File: src/design/fsu_pkg.sv
// Shared constants and blend functions for the five-to-six upscaler.
package fsu_pkg;

    localparam int DestWidth  = 320;
    localparam int DestHeight = 240;
    localparam int SrcWidth   = 256;
    localparam int SrcHeight  = 192;

    localparam int PixW   = 8;
    localparam int IdxW   = 5;
    localparam int ColorW = 16;
    localparam int WordW  = 26;
    localparam int XW     = 9;
    localparam int YW     = 8;
    localparam int LineAW = 10;

    typedef logic [WordW-1:0]        word_t;
    typedef logic [4:0][WordW-1:0]   quint_t;

    // byte swap, then space the 565 channels apart
    function automatic word_t to_spaced(input logic [ColorW-1:0] v);
        logic [ColorW-1:0] p;
        p = {v[7:0], v[15:8]};
        return {p[15:11], 5'b0, p[10:5], 5'b0, p[4:0]};
    endfunction

    function automatic logic [ColorW-1:0] to_rgb565(input word_t w);
        return {w[25:21], w[15:10], w[4:0]};
    endfunction

    // one output of the 5-to-6 stretch; fraction bits fall into the gaps
    function automatic word_t wsel(input quint_t s, input logic [2:0] k);
        logic [WordW+1:0] q1;
        logic [WordW+1:0] q4;
        logic [WordW:0]   h2;
        logic [WordW:0]   h3;
        word_t            r;
        q1 = {2'b0, s[0]} + {2'b0, s[1]} + {2'b0, s[1]} + {2'b0, s[1]};
        q4 = {2'b0, s[3]} + {2'b0, s[3]} + {2'b0, s[3]} + {2'b0, s[4]};
        h2 = {1'b0, s[1]} + {1'b0, s[2]};
        h3 = {1'b0, s[2]} + {1'b0, s[3]};
        unique case (k)
            3'd0:    r = s[0];
            3'd1:    r = q1[WordW+1:2];
            3'd2:    r = h2[WordW:1];
            3'd3:    r = h3[WordW:1];
            3'd4:    r = q4[WordW+1:2];
            default: r = s[4];
        endcase
        return r;
    endfunction

endpackage

File: src/design/fsu_pal_ram.sv
// Palette memory: 32 spaced colors, one write and one registered read port.
module fsu_pal_ram (
    input  logic                            aclk,
    input  logic                            wr_en,
    input  logic [fsu_pkg::IdxW-1:0]        wr_addr,
    input  logic [fsu_pkg::ColorW-1:0]      wr_value,
    input  logic [fsu_pkg::IdxW-1:0]        rd_addr,
    output fsu_pkg::word_t                  rd_data
);
    import fsu_pkg::*;

    word_t mem [2**IdxW];
    word_t rd_data_reg;

    always_ff @(posedge aclk) begin
        if (wr_en) begin
            mem[wr_addr] <= to_spaced(wr_value);
        end
        rd_data_reg <= mem[rd_addr];
    end

    assign rd_data = rd_data_reg;
endmodule

File: config.mk
export PLATFORM = sky130hd
export DESIGN_NAME = fsu_pal_ram
export DESIGN_NICKNAME = d
export VERILOG_FILES = /design/src/design/fsu_pkg.sv /design/src/design/fsu_pal_ram.sv
export SDC_FILE = /design/constraint.sdc
export NUM_CORES = 1
export LEC_CHECK = 0
export BUFFER_PORTS_ARGS = -buffer_cell sky130_fd_sc_hd__buf_4
export CORE_ASPECT_RATIO = 0.7
export CORE_UTILIZATION = 62
export CTS_BUF_LIST = sky130_fd_sc_hd__clkbuf_4 sky130_fd_sc_hd__clkbuf_8 sky130_fd_sc_hd__clkbuf_16
export CTS_CLUSTER_DIAMETER = 60
export DETAILED_ROUTE_END_ITERATION = 10
export GPL_ROUTABILITY_DRIVEN = 0
export PLACE_DENSITY = 0.8
export SLEW_MARGIN = 20
export SYNTH_ARGS = -nofsm -noshare
export SYNTH_HDL_FRONTEND = slang
export SYNTH_SLANG_ARGS = --single-unit
File: constraint.sdc
create_clock -name aclk -period 2.69 [get_ports aclk]
set_clock_uncertainty 0.05 [all_clocks]
set_input_delay 0.269 -clock aclk [delete_from_list [all_inputs] [get_ports aclk]]
set_output_delay 0.269 -clock aclk [all_outputs]
set_load 0.005 [all_outputs]
### Word-level counts from Yosys, hierarchy flattened

Memory sizes are Yosys's and may differ from the RTL's. A register that Yosys moved wholly into a read port is not among the register bits.
Cells that the tools add are included.

| word-level totals | value |
|---|---|
| bits in registers | 26 |
| bits in latches | 0 |
| bits in writable memories | 512 |
| memory bits (read-only) | 0 |
| input port bits | 28 |
| word-level logic and storage cells | 4 |
| memories | 1 |

| operators by class | value |
|---|---|
| add/subtract/negate cells | 0 |
| multiply operators | 0 |
| div/mod/pow operators | 0 |
| order comparisons | 0 |
| equal/unequal tests | 0 |
| shifts and indexed selects | 0 |
| multiplexer cells | 2 |
| bitwise logic cells | 0 |
| reductions and logical operators | 0 |

Memories:

| name | words | width | read ports | clocked after Yosys merged registers in | write ports | RTL line | text |
|---|---|---|---|---|---|---|---|
| mem | 32 | 16 | 1 | 1 | 1 | fsu_pal_ram.sv:12 | `word_t mem [2**IdxW];` |

Operators with widths:

| operator | count |
|---|---|
| 2-to-1 mux 1 bit | 2 |

### Longest topological paths before layout

| logic depth | value |
|---|---|
| depth in word-level cells | 2 |
| gate-level depth with buffers | 8 |

### Worst setup path after synthesis

Ideal clock, no wire load.

| timing path | value |
|---|---|
| path kind | input to register |
| start | input wr_addr[1] (netlist bit) |
| end | memory mem[12][0] (netlist bit) (enable) |
| data arrival time | 1.621 ns |
| required time | 2.252 ns |
| setup slack | 0.631 ns |
| stages | 3 |
| cells stage by stage | or3b_2 clkbuf_1 nor2_1 |

RTL lines:

| element | RTL line | text |
|---|---|---|
| start: declaration | fsu_pal_ram.sv:5 | `input logic [fsu_pkg::IdxW-1:0] wr_addr,` |
| end: declaration | fsu_pal_ram.sv:12 |  |

Straight into the memory's write port.

==> impl_metrics.tcl <==
set metrics [dict create \
    netlist_instances 1154 \
    postCtsSetupBuffers 0 \
    grt_pass1_wl_um 69600 \
    startpoint "rd_addr[0]" \
    yosys.area.top_type "edfxtp_1" \
    grt_antenna_before_repair 0 \
    crit_slowest_cell "nor3_1" \
    htree_levels 2 \
    switching_power_mw 3.48 \
    synth.area.top_cells "edfxtp_1 (75%), mux2i_1 (12%), a22oi_1 (2.3%)" \
    yosys_warnings 0 \
    outcome "finished with violations" \
    cts-root-buf "clkbuf_16" \
    seq_power_share 0.553 \
    vias_per_cell 6.48 \
    yosysTopAreaCellShare 0.746 \
    cts_tree "yes" \
    synth_edf_count 512 \
    slew_viol_final 0 \
    largest_reg_flops 512 \
    r2r_cells 5 \
    dieHeight_um 155 \
    synthFlopType "edfxtp_1" \
    slowest_delay_ns 0.68 \
    fin_area_um2 23000 \
    hpwl_um 28900 \
    power_frac_clock 0.390 \
    violations "DRC" \
    ir_drop_uv 679 \
    cts_resized 0 \
    p_per_area_nw_per_um2 722 \
    p_comb_frac 0.058 \
    drc_errors 5 \
    area_growth_pct 11.8 \
    numCtsBuffers 46 \
    internal-power_mw 13.2 \
    crit_arrival_ns 2.23 \
    hold_violations 0 \
    core_um2 32500 \
    cts.sinks 528 \
    nFillCells 1952 \
    syn_avg_cell_area_um2 17.9 \
    cap_violations 0 \
    rows 55 \
    die_x_um 220 \
    fin_crit_sh 0.664 \
    period_needed_ns 1.79 \
    clk_latency_ns 0.56 \
    grt_overflow 0 \
    totalNegativeSetupSlack_ns 0 \
    layout_setup_ws_ns 0.905 \
    track_usage 0.289 \
    wl_per_cell_um 28.0 \
    worst_pin_slew_ns 0.883 \
    hold_path.class "in2reg" \
    synth_cell_types 27 \
    first_iter_violations 1417 \
    io_buffers 43 \
    cp_cell_sequence "buf_8 > buf_4 > mux2i_1 > a22o_1 > nor3_1 > a31oi_1 > nand3_1" \
    antenna_cells 0 \
    maxSlewHeadroom 0.407 \
    cp.required_ns 3.14 \
    cp_max_fo 23 \
    cts_hold_buffers 0 \
    dieArea_um2 34000 \
    start_kind "input pin" \
    fin_util 0.709 \
    ys_seq_area_frac 0.761 \
    place_ws_ns 0.433 \
    setup_viol 0 \
    synth_area_um2 20600 \
    grt_pass1_vias 10800 \
    rsz0062_at_grt "no" \
    r2r_start "mem[0][14]" \
    total_leakage_power_nw 8.21 \
    cts_buffer_depth 3 \
    synthArstFlopShare 0 \
    grt_max_degree 47 \
    dpl-instance-area_um2 21500 \
    drive_gt1_frac 0.157 \
    io_pins 54 \
    worstHoldStart "wr_value[8]" \
    hold-path-cell-count 1 \
    cts.clk_slew.worst_paths_ns 0.07 \
    max_freq_mhz 560 \
    drtAntennaViolNets 0 \
    initial_utilization 0.635 \
    worstSetupEndpointType "register" \
    vias 11100 \
    ys_seq_elements 528 \
    first_pass_iters 9 \
    nets 1279 \
    path_class "in2reg" \
    drt_wl_total_um 48000 \
    swShare 0.209 \
]
[layout make-up]
type                            count  area, um2  area share
Sequential cell                   528      15700       0.681
Multi-Input combinational cell    558       4350       0.189
Clock buffer                       68       1390      0.0602
Timing Repair Buffer              117        961      0.0417
Tap cell                          427        534      0.0232
Clock inverter                     18        109     0.00472
[Yosys cell counts, drive strengths merged (2+ instances only)]
cell type / instances
nand3: 34
a31oi: 16
nor2b: 2
a22o: 32
nand4: 16
edfxtp: 512
nand2: 33
or3b: 3
dfxtp: 16
mux2i: 256
buf: 65
nand2b: 2
a22oi: 64
nor2: 34
a21oi: 32
nor3: 16
clkbuf: 12
nand3b: 5
[power by group through the flow]
stage          Combinational (mW)  Sequential, mW  Clock, mW
2_1_floorplan               0.527            9.35          0
3_3_place_gp                0.907            9.36          0
3_5_place_dp                0.929            9.37          0
4_1_cts                     0.937            9.19       6.52
5_1_grt                      1.00            9.19       6.83
6_report                    0.959            9.19       6.48
[stage by stage]
stage	power, mW	hold slack (ns)	std cells
4_1_cts	16.6	0.0824	1716
2_1_floorplan	9.88	0.318	1163
3_5_place_dp	10.3	0.560	1630
3_3_place_gp	10.3	0.531	1630
6_report	16.6	0.105	1716
5_1_grt	17.0	0.0908	1716
[worst max-delay path, delay by kind of cell]
family                 cells  cell delay (ns)
AOI/OAI and AO/OA          2             0.40
and+or+nand+nor            2             0.80
muxes                      1             0.13
buffers and inverters      2             0.61
[metal layers]
metal	share of wire	wire length, um	track usage
met2	0.43	20800	0.409
met3	0.13	6290	0.0857
met5	0	0	0
met4	0.025	1220	0.0824
met1	0.41	19600	0.438
[placed cells by master (no fill, tap or decap), drive strengths merged, types with 5 or more instances in the layout]
cell      n
conb     10
nand2    33
buf     117
nand4    16
a22oi    64
a21oi    32
clkbuf   68
edfxtp  512
nor3     16
a22o     32
clkinv   16
nor2     34
nand3b    5
nand3    34
mux2i   256
dfxtp    16
a31oi    16
[worst paths after layout]
path                       to  slack (ns)
hold / removal     mem[10][0]        0.11
setup / recovery  rd_data[24]        0.90
hold reg to reg    rd_data[3]        0.60
setup reg to reg  rd_data[24]        0.94
[kinds of logic (layout without fill, tap and decap cells)]
family | Yosys count | count (layout) | synth area share
flip-flops | 528 | 528 | 0.761
multiplexers | 256 | 256 | 0.124
AO/OA/AOI/OAI | 144 | 144 | 0.0495
buffers and inverters | 77 | 203 | 0.0299
AND/OR/NAND/NOR | 148 | 148 | 0.0348
other | 1 | 10 | 0.000182
No activity file was read; power rests on OpenSTA's default activity.
